File: config.mk
export PLATFORM = sky130hd
export DESIGN_NAME = ready_queue_fifo_priority_extract
export DESIGN_NICKNAME = d
export VERILOG_FILES = /design/src/design/rqf_pkg.sv /design/src/design/ready_queue_fifo_priority_extract.sv
export SDC_FILE = /design/constraint.sdc
export NUM_CORES = 1
export LEC_CHECK = 0
export BUFFER_PORTS_ARGS = -buffer_cell sky130_fd_sc_hd__buf_2
export CORE_AREA = 4 4 191 147
export DETAILED_ROUTE_END_ITERATION = 8
export DIE_AREA = 0 0 195 151
export PLACE_DENSITY = 0.79
export SYNTH_ARGS = -nofsm -noshare
export SYNTH_HDL_FRONTEND = slang
export SYNTH_SLANG_ARGS = --single-unit
File: constraint.sdc
create_clock -name clock -period 3.8 [get_ports clock]
set_input_delay 0.76 -clock clock [delete_from_list [all_inputs] [get_ports clock]]
set_output_delay 0.76 -clock clock [all_outputs]
set_load 0.02 [all_outputs]
File: src/design/rqf_pkg.sv
package rqf_pkg;

   typedef enum logic [1:0] {
      ACT_PUSH     = 2'd0,
      ACT_POP      = 2'd1,
      ACT_TAKE_MIN = 2'd2,
      ACT_CLEAR    = 2'd3
   } action_type;

   typedef enum logic [1:0] {
      ST_OK    = 2'd0,
      ST_EMPTY = 2'd1,
      ST_FULL  = 2'd2
   } status_type;

   typedef struct packed {
      action_type  action;
      logic [7:0]  task_id;
      logic [7:0]  priority_req;
   } req_type;

   typedef struct packed {
      logic [7:0]  out_task_id;
      logic [7:0]  out_priority;
      status_type  status;
      logic [4:0]  count;
   } rsp_type;

   // One stored queue entry.
   typedef struct packed {
      logic [7:0]  id;
      logic [7:0]  pri;
   } entry_type;

endpackage

File: src/design/ready_queue_fifo_priority_extract.sv
// Task ready queue that keeps arrival order and can take out its most urgent entry.
// A request beat is taken at a rising edge where start is high and busy is low; its
// action pushes a task at the tail, pops the oldest task, removes the task with the
// smallest priority value (the oldest one on ties), or clears the queue.
// Every request produces exactly one response beat, shown on rsp_payload for one
// cycle while rsp_valid is high; the receiver cannot hold it off.
// Push, clear and a removal that finds the queue empty answer in the cycle after the
// request, and busy stays low, so these may be issued back to back.
// Pop and remove-highest run through one shared compare unit and the single read
// port of the entry memory: the scan reads the entries in order (a pop reads only
// the head), then the gap behind the removed slot is closed at one entry a cycle.
// The response beat shows in the first cycle that busy is low again.
// Reset empties the queue at once by clearing the fill count; the entry memory is
// not cleared, since only slots below the count are ever read.
module ready_queue_fifo_priority_extract #(
   parameter int DEPTH = 16
) (
   input  logic             clock,
   input  logic             reset,
   input  logic             start,
   input  rqf_pkg::req_type req_payload,
   output logic             busy,
   output logic             rsp_valid,
   output rqf_pkg::rsp_type rsp_payload
);

   import rqf_pkg::*;

   // Index into the memory, and a count that can also hold DEPTH itself.
   localparam int IW = (DEPTH > 1) ? $clog2(DEPTH) : 1;
   localparam int CW = $clog2(DEPTH + 1);

   typedef enum logic [1:0] {
      S_IDLE,
      S_SCAN,
      S_SHIFT
   } state_type;

   // Entry memory: one write and one registered read per cycle.
   entry_type mem [DEPTH];
   entry_type rd_ff;
   logic            rd_en;
   logic [IW-1:0]   rd_addr;
   logic            wr_en;
   logic [IW-1:0]   wr_addr;
   entry_type       wr_data;

   state_type       state_ff, state_in;
   logic [CW-1:0]   count_ff, count_in;
   logic [CW-1:0]   issue_ff, issue_in;
   logic [CW-1:0]   limit_ff, limit_in;
   logic            pend_ff, pend_in;
   logic [IW-1:0]   pend_idx_ff, pend_idx_in;
   logic [IW-1:0]   best_idx_ff, best_idx_in;
   entry_type       best_ff, best_in;
   logic            rsp_valid_ff, rsp_valid_in;
   rsp_type         rsp_ff, rsp_in;

   logic            accept;
   logic            take;

   assign accept = start && (state_ff == S_IDLE);

   // The shared compare: the entry just read replaces the best so far when it is the
   // first one of the scan or strictly more urgent, so the oldest one wins on ties.
   assign take = pend_ff && ((pend_idx_ff == '0) || (rd_ff.pri < best_ff.pri));

   always_comb begin
      state_in     = state_ff;
      count_in     = count_ff;
      issue_in     = issue_ff;
      limit_in     = limit_ff;
      pend_in      = 1'b0;
      pend_idx_in  = pend_idx_ff;
      best_idx_in  = best_idx_ff;
      best_in      = best_ff;
      rsp_valid_in = 1'b0;
      rsp_in       = rsp_ff;
      rd_en        = 1'b0;
      rd_addr      = issue_ff[IW-1:0];
      wr_en        = 1'b0;
      wr_addr      = count_ff[IW-1:0];
      wr_data      = '{id: req_payload.task_id, pri: req_payload.priority_req};

      case (state_ff)
         S_IDLE: begin
            if (accept) begin
               rsp_in.out_task_id  = '0;
               rsp_in.out_priority = '0;
               rsp_in.status       = ST_OK;
               rsp_in.count        = 5'(count_ff);
               case (req_payload.action)
                  ACT_PUSH: begin
                     rsp_valid_in = 1'b1;
                     if (count_ff == CW'(DEPTH)) begin
                        rsp_in.status = ST_FULL;
                     end else begin
                        wr_en        = 1'b1;
                        count_in     = count_ff + 1'b1;
                        rsp_in.count = 5'(count_ff + 1'b1);
                     end
                  end
                  ACT_POP, ACT_TAKE_MIN: begin
                     if (count_ff == '0) begin
                        rsp_valid_in  = 1'b1;
                        rsp_in.status = ST_EMPTY;
                     end else begin
                        // A pop is a scan that stops after the head entry.
                        limit_in = (req_payload.action == ACT_POP) ? CW'(1) : count_ff;
                        issue_in = '0;
                        state_in = S_SCAN;
                     end
                  end
                  default: begin
                     rsp_valid_in = 1'b1;
                     count_in     = '0;
                     rsp_in.count = '0;
                  end
               endcase
            end
         end

         S_SCAN: begin
            if (issue_ff < limit_ff) begin
               rd_en       = 1'b1;
               issue_in    = issue_ff + 1'b1;
               pend_in     = 1'b1;
               pend_idx_in = issue_ff[IW-1:0];
            end
            if (take) begin
               best_in     = rd_ff;
               best_idx_in = pend_idx_ff;
            end
            // The last entry of the scan is compared in this cycle.
            if ((issue_ff >= limit_ff) && pend_ff) begin
               pend_in  = 1'b0;
               issue_in = CW'(take ? pend_idx_ff : best_idx_ff) + 1'b1;
               state_in = S_SHIFT;
            end
         end

         S_SHIFT: begin
            // Read slot i, then write it one place lower in the next cycle.
            if (issue_ff < count_ff) begin
               rd_en       = 1'b1;
               issue_in    = issue_ff + 1'b1;
               pend_in     = 1'b1;
               pend_idx_in = issue_ff[IW-1:0];
            end
            if (pend_ff) begin
               wr_en   = 1'b1;
               wr_addr = pend_idx_ff - 1'b1;
               wr_data = rd_ff;
            end
            if (issue_ff >= count_ff) begin
               pend_in             = 1'b0;
               count_in            = count_ff - 1'b1;
               rsp_valid_in        = 1'b1;
               rsp_in.out_task_id  = best_ff.id;
               rsp_in.out_priority = best_ff.pri;
               rsp_in.status       = ST_OK;
               rsp_in.count        = 5'(count_ff - 1'b1);
               state_in            = S_IDLE;
            end
         end

         default: begin
            state_in = S_IDLE;
         end
      endcase
   end

   always_ff @(posedge clock) begin
      if (reset) begin
         state_ff     <= S_IDLE;
         count_ff     <= '0;
         pend_ff      <= 1'b0;
         rsp_valid_ff <= 1'b0;
      end else begin
         state_ff     <= state_in;
         count_ff     <= count_in;
         pend_ff      <= pend_in;
         rsp_valid_ff <= rsp_valid_in;
      end
      issue_ff    <= issue_in;
      limit_ff    <= limit_in;
      pend_idx_ff <= pend_idx_in;
      best_idx_ff <= best_idx_in;
      best_ff     <= best_in;
      rsp_ff      <= rsp_in;
   end

   always_ff @(posedge clock) begin
      if (wr_en) begin
         mem[wr_addr] <= wr_data;
      end
      if (rd_en) begin
         rd_ff <= mem[rd_addr];
      end
   end

   assign busy        = (state_ff != S_IDLE);
   assign rsp_valid   = rsp_valid_ff;
   assign rsp_payload = rsp_ff;

endmodule

After elaboration in Yosys (flattened, before gate mapping)
Memory sizes are Yosys's and may differ from the RTL's. A register that Yosys moved wholly into a read port is not among the register bits.
Index checks and enable logic that the tools add are counted.
W data, S select, Z words.
{"block": "classes", "addsub": 5, "n_mul": 0, "n_div": 0, "n_lt_le_gt_ge": 5, "eq_ne": 13, "n_shift": 0, "mux": 50, "bitwise": 1, "reduce_logical": 19}
{"cell": "$mux W23", "count": 2}
{"cell": "$pmux W23 S2", "count": 1}
{"cell": "$mux W5", "count": 9}
{"cell": "$mux W16", "count": 2}
{"cell": "$mux W4", "count": 5}
{"cell": "$pmux W5 S2", "count": 2}
{"cell": "$mux W1", "count": 15}
{"cell": "$pmux W5 S3", "count": 1}
{"cell": "$mux W2", "count": 6}
{"cell": "$ne A2 B2 Y1 const B", "count": 6}
{"cell": "$add A5 B1 Y5 const B", "count": 2}
{"cell": "$ge A5 B5 Y1", "count": 2}
{"cell": "$lt A5 B5 Y1", "count": 2}
{"cell": "$lt A8 B8 Y1", "count": 1}
{"cell": "$pmux W1 S2", "count": 4}
{"cell": "$pmux W4 S2", "count": 1}
{"cell": "$pmux W2 S3", "count": 1}
{"cell": "$reduce_and A3 Y1", "count": 2}
{"cell": "$reduce_and A6 Y1", "count": 1}
{"cell": "$reduce_bool A2 Y1", "count": 3}
{"cell": "$add A4 B1 Y5 const B", "count": 1}
{"cell": "$eq A5 B5 Y1 const B", "count": 1}
{"cell": "$logic_not A5 Y1", "count": 1}
{"cell": "$reduce_and A5 Y1", "count": 1}
{"cell": "other kinds (16)", "count": 21}
{"block": "word_totals", "ff_bits": 66, "latchBits": 0, "ram_bits": 256, "rom_bits": 0, "inputBits": 21, "output_inout_bits": 25, "elab_cells": 108, "memories": 1}
{"memory": "mem", "depth": 16, "word_bits": 16, "rd": 1, "rd_ports_with_merged_regs": 1, "write_ports": 1, "line": "ready_queue_fifo_priority_extract.sv:40", "source": "entry_type mem [DEPTH];"}

Depth between registers and ports, before layout
{"block": "depth", "word_depth": 7, "mapped_depth": 11, "mapped_depth_nobuf": 11}

Worst setup path after synthesis
OpenSTA, ideal clock, no wires.
{"block": "synth_timing", "path_type": "register to register", "startpoint": "reg issue_ff[0]", "endpoint": "reg rsp_ff, in the netlist rsp_payload[0], enable pin", "setup_ns": 0.404, "arrival_ns": 2.723, "required_time_ns": 3.396, "path_slack_ns": 0.672, "stages_incl_launch_ff": 10, "path_cell_list": "edfxtp_1 > buf_2 > buf_2 > buf_4 > inv_1 > ha_1 > inv_1 > a21oi_1 > a211oi_1 > nor2_1"}
{"block": "synth_via", "elab_chain_len": 3}
{"item": "start: declaration", "line": "ready_queue_fifo_priority_extract.sv:50", "source": "logic [CW-1:0] issue_ff, issue_in;"}
{"item": "start signal: assignment", "line": "ready_queue_fifo_priority_extract.sv:185", "source": "issue_ff <= issue_in;"}
{"item": "$ge A5 B5 Y1", "line": "ready_queue_fifo_priority_extract.sv:155", "source": "if (issue_ff >= count_ff) begin"}
{"item": "$ne A2 B2 Y1 (no line)"}
{"item": "$reduce_and A3 Y1 (no line)"}
{"item": "end signal: assignment", "line": "ready_queue_fifo_priority_extract.sv:190", "source": "rsp_ff <= rsp_in;"}
{"item": "end: declaration", "line": "ready_queue_fifo_priority_extract.sv:57", "source": "rsp_type rsp_ff, rsp_in;"}
No other way between the ends.
A chain may end at the register's enable or synchronous reset.

Worst setup path in the final report
{"block": "layout_timing", "startpoint": "reg count_ff[2]", "endpoint": "reg rsp_ff, in the netlist rsp_payload[12], enable pin"}
{"block": "layout_via", "elab_chain_len": 3}
{"item": "start: declaration", "line": "ready_queue_fifo_priority_extract.sv:49", "source": "logic [CW-1:0] count_ff, count_in;"}
{"item": "start signal: assignment", "line": "ready_queue_fifo_priority_extract.sv:181", "source": "count_ff <= count_in;"}
{"item": "$ge A5 B5 Y1", "line": "ready_queue_fifo_priority_extract.sv:155"}
{"item": "$ne A2 B2 Y1 (no line)"}
{"item": "$reduce_and A3 Y1 (no line)"}
No other way between the ends.

==> results by stage <==
STA:
- The period utilization is about 80%.
- At the pin with the least slew margin, the transition time is a little under 1000 ps.
- Summed over all failing endpoints, the final setup total negative slack is 0 ps.
- Between clock sinks in the finished design, the worst skew comes to between 20 and 30 ps.
- The achievable frequency is 0.334 GHz.
- Setup violations remaining at the end of the flow were counted as 0.
- The number of slew-limit violations in the final report is 0.
- Setup repair after global routing left no endpoint under its margin.
- The final-report hold violation count is 0.
- For the finished layout, the period the worst path requires is around 3000 ps.
- The worst-case headroom to the max-slew limit is between 30 and 40%.

Setup path:
- Among the stages of the critical path, the cell type that occurs most often is sky130_fd_sc_hd__a21o_1.
- The worst setup path is launched from a flip-flop.
- The cell with the largest stage delay on the worst path is sky130_fd_sc_hd__a211oi_1.
- The cell family contributing the most delay on the critical path is compound AO/OA/AOI/OAI gates.
- The number of buffer and inverter instances along the worst setup path is 2.
- The arrival time reported for the critical path endpoint is 3230 ps.
- STA puts the critical path data required time at 4030 ps.
- The classification of the worst setup path is reg -> reg.
- The nature of the critical path endpoint is a flip-flop.
- Traced cell by cell, the critical path runs through inv_1 -> ha_1 -> a21o_1 -> a21o_1 -> a211oi_1 -> nor2_2 -> buf_4.
- Along the worst path, the maximum fanout reaches 20.
- In this design, the stage delay of the slowest critical-path cell is about 640 ps.

Power:
- The standby leakage power is 5.58 nW.
- The sequential power share is between 50% and 60%.
- For this design the total switching power over the nets is roughly 1.8 mW.
- The portion of total power attributed to combinational logic is under 10%.
- For this design the ratio of total power to cell area is between 500 and 600 mW/mm^2.
- The power share of the clock group is about two fifths.
- The worst supply voltage drop on vdd is between 0.0003 and 0.0004 V.
- The share of total power consumed by net switching is 22.3%.
- The internal portion of the total power is roughly 6.5 mW.

Global routing:
- Entering global routing, the biggest net connects 100 pins.
- Global routing consumed, on the met2 layer, around 33% of the routing resources.
- For this run the aggregate overflow at the end of global routing stands at 0.
- Global routing consumed, over all layers together, 21.0% of the routing resources.
- The wire length of the first global-routing pass is 47.6 mm.
- The number of antenna violations at the first check in global routing is 0.
- The met1 track demand over resource is between 30% and 40%.
- Global routing used 3.96% of the available met3 tracks.
- The via count of the first global-routing pass was 8028.
- met2 is the most crowded layer.

Finish:
- The final-layout fill cell count is 1867.
- 0 antenna diodes ended up in the layout.
- The number of nets in the final layout is between 900 and 1000.
- For this run, the number of standard cells in the final layout without fillers is between 1000 and 1500.
- For this run, the share of the core covered by cells in the final layout is 61.1%.
- The post-synthesis to final-layout area growth is 13.8%.
- The post-route netlist has between 20% and 30% of its cells at a drive strength greater than 1.

Place:
- The cell count after placement is between 1000 and 1500.
- Routability-driven placement finished with a final weighted congestion of around 0.88.
- The count of buffers inserted at the top-level ports is 45.
- The placed wire-length estimate after detailed placement is 19.9 mm.

Route:
- The total detailed-routing wirelength is a little over 30 mm.
- The residual DRC count is 0.
- The number of vias per cell is about 6.1.
- The first detailed-routing pass took 5 iterations.
- The detail route stage leaves a number of antenna-violating nets equal to 0.
- In the final routed layout, each cell accounts on average for 23.4 um.
- The routed layout has between 8000 and 9000 vias.
- For this block, the initial DRC count from the detailed router was ~900.

CTS:
- Clock-pin slew was measured on the worst setup and hold paths at 60 ps.
- The clock root buffer is sky130_fd_sc_hd__clkbuf_16.
- The number of buffers between clock root and the deepest sink is 3.
- The number of H-tree branching levels is 2.
- The count of instances resized after the clock tree is built is 0.
- For this design, the CTS-stage hold fixing added 0 buffers.
- The clock net in this run drives a total of ~340 sinks.
- The number of buffers added for setup after CTS is 0.
- At the later pin of the worst-skew pair, clock insertion delay measures roughly 520 ps.
- TritonCTS created 34 clock buffers.
- The clock tree from TritonCTS is built.

Floorplan:
- The full die area is between 0.02 and 0.03 mm^2.
- The width of the chip is 195 um.
- After floorplanning, the core was divided into 52 placement rows.
- The placeable core region is 0.0264 mm^2.
- The vertical extent of the die is 151 um.
- For this configuration, the core starts out at a cell density of 53.7%.
- In this run the count of I/O pins placed on the die edge is between 40 and 50.

Worst hold path:
- The class of the tightest hold or removal check is reg -> reg.

Yosys:
- The most frequent cell after synthesis is sky130_fd_sc_hd__edfxtp_1.
- The number of nets handed over by synthesis was between 900 and 1000.
- Synthesis instantiated 61 different standard cells from the library.
- The async set-or-reset flop fraction in the synthesized netlist is 0%.
- Among all flip-flop cells after synthesis, the most frequent one is sky130_fd_sc_hd__edfxtp_1.
- Counting every instance in the synthesized netlist gives 864.
- The portion of the post-synthesis area used by sequential elements is between 70% and 80%.
- The cell area that synthesis handed to floorplanning was between 0.01 and 0.015 mm^2.
- Counting instances in the post-synthesis netlist gives the leading cell types as sky130_fd_sc_hd__edfxtp_1, sky130_fd_sc_hd__mux2i_1, sky130_fd_sc_hd__o21ai_0, sky130_fd_sc_hd__nand2_1, sky130_fd_sc_hd__nor2_1.
- After synthesis, the largest area contributor takes up between 60% and 70% of total cell area.
- Yosys printed 0 warnings.
- The number of synthesized register bits is roughly 340.
- Yosys mapped a number of flops with a built-in enable equal to around 330.
- The average size of a mapped cell is between 15 and 20 um^2.
- The cell type with the largest total area after synthesis is sky130_fd_sc_hd__edfxtp_1.
- Sorting the synthesized cells by area gives the leading types as sky130_fd_sc_hd__edfxtp_1, sky130_fd_sc_hd__mux4_2, sky130_fd_sc_hd__mux2i_1.

Run:
- The tool flagged a number of max-cap violations equal to 0.

Run status:
- The flow ran to the end, and the final reports show no timing, DRC or antenna violations.
==> path summary, 6_finish.rpt <==
| check | startpoint | slack (ps) | end | cells after the start |
|---|---|---|---|---|
| worst max-delay path | count_ff[2] | 800 | rsp_payload[12] | 7 |
| worst min-delay path | rd_ff[11] | 460 | best_ff[11] | 0 |
| worst max register to register | count_ff[2] | 800 | rsp_payload[12] | 7 |
| worst min register to register | rd_ff[11] | 460 | best_ff[11] | 0 |
==> cells by family after synthesis <==
family | after synthesis | synth area share, %
multiplexers | 113 | 11.1
AND/OR/NAND/NOR | 146 | 5.19
AO/OA/AOI/OAI | 155 | 7.44
buffers and inverters | 74 | 2.22
flip-flops | 338 | 70.9
XOR/XNOR | 8 | 0.494
adder cells (fa/ha/maj) | 30 | 2.65
==> metrics by stage <==
step / setup WS [ps] / hold slack (ps) / instance area (um^2) / total power, mW
2_1_floorplan: 672 / 422 / 14200 / 4.75
3_3_place_gp: 931 / 432 / 15000 / 4.94
3_5_place_dp: 854 / 454 / 15000 / 4.96
4_1_cts: 885 / 469 / 16100 / 8.34
5_1_grt: 700 / 487 / 16100 / 8.59
6_report: 803 / 463 / 16100 / 8.31
==> layout by cell type, fill, tap and decap left out, types with 29 or more instances in the layout <==
master                      count
sky130_fd_sc_hd__a21oi_1       29
sky130_fd_sc_hd__buf_2         45
sky130_fd_sc_hd__buf_4         38
sky130_fd_sc_hd__clkbuf_16     35
sky130_fd_sc_hd__edfxtp_1     329
sky130_fd_sc_hd__ha_1          30
sky130_fd_sc_hd__inv_1         34
sky130_fd_sc_hd__mux2_2        32
sky130_fd_sc_hd__mux2i_1       48
sky130_fd_sc_hd__mux4_2        32
sky130_fd_sc_hd__nand2_1       39
sky130_fd_sc_hd__o21ai_0       45
==> cell type report <==
type                            count  area (um^2)  share of cell area, %
Sequential cell                   338        10100                   62.3
Multi-Input combinational cell    452         3840                   23.8
Clock buffer                       42          902                   5.59
Timing Repair Buffer               84          531                   3.29
Tap cell                          351          439                   2.72
Clock inverter                     20          248                   1.53
Inverter                           34          128                  0.790
==> state kept, by name, summed over array words and instances, names as in the netlist, 2 cells and up <==
name         count
mem            256
rsp_payload     23
best_ff         16
rd_ff           16
count_ff         5
issue_ff         5
limit_ff         5
best_idx_ff      4
pend_idx_ff      4
state_ff         2
==> power by group through the flow <==
stage	clock [mW]	sequential, mW	combinational, mW
after floorplan	0	4.28	0.471
after global placement	0	4.27	0.678
after detailed placement	0	4.27	0.696
after CTS	3.45	4.19	0.701
after global routing	3.63	4.19	0.765
final	3.42	4.19	0.706
==> metal layers <==
metal,share of wire [%],vias to the layer above
li1,-,3573
met1,41,4066
met2,47,408
met3,9.4,54
met4,2.0,0
met5,0,-
(Power assumes the default switching activity.)
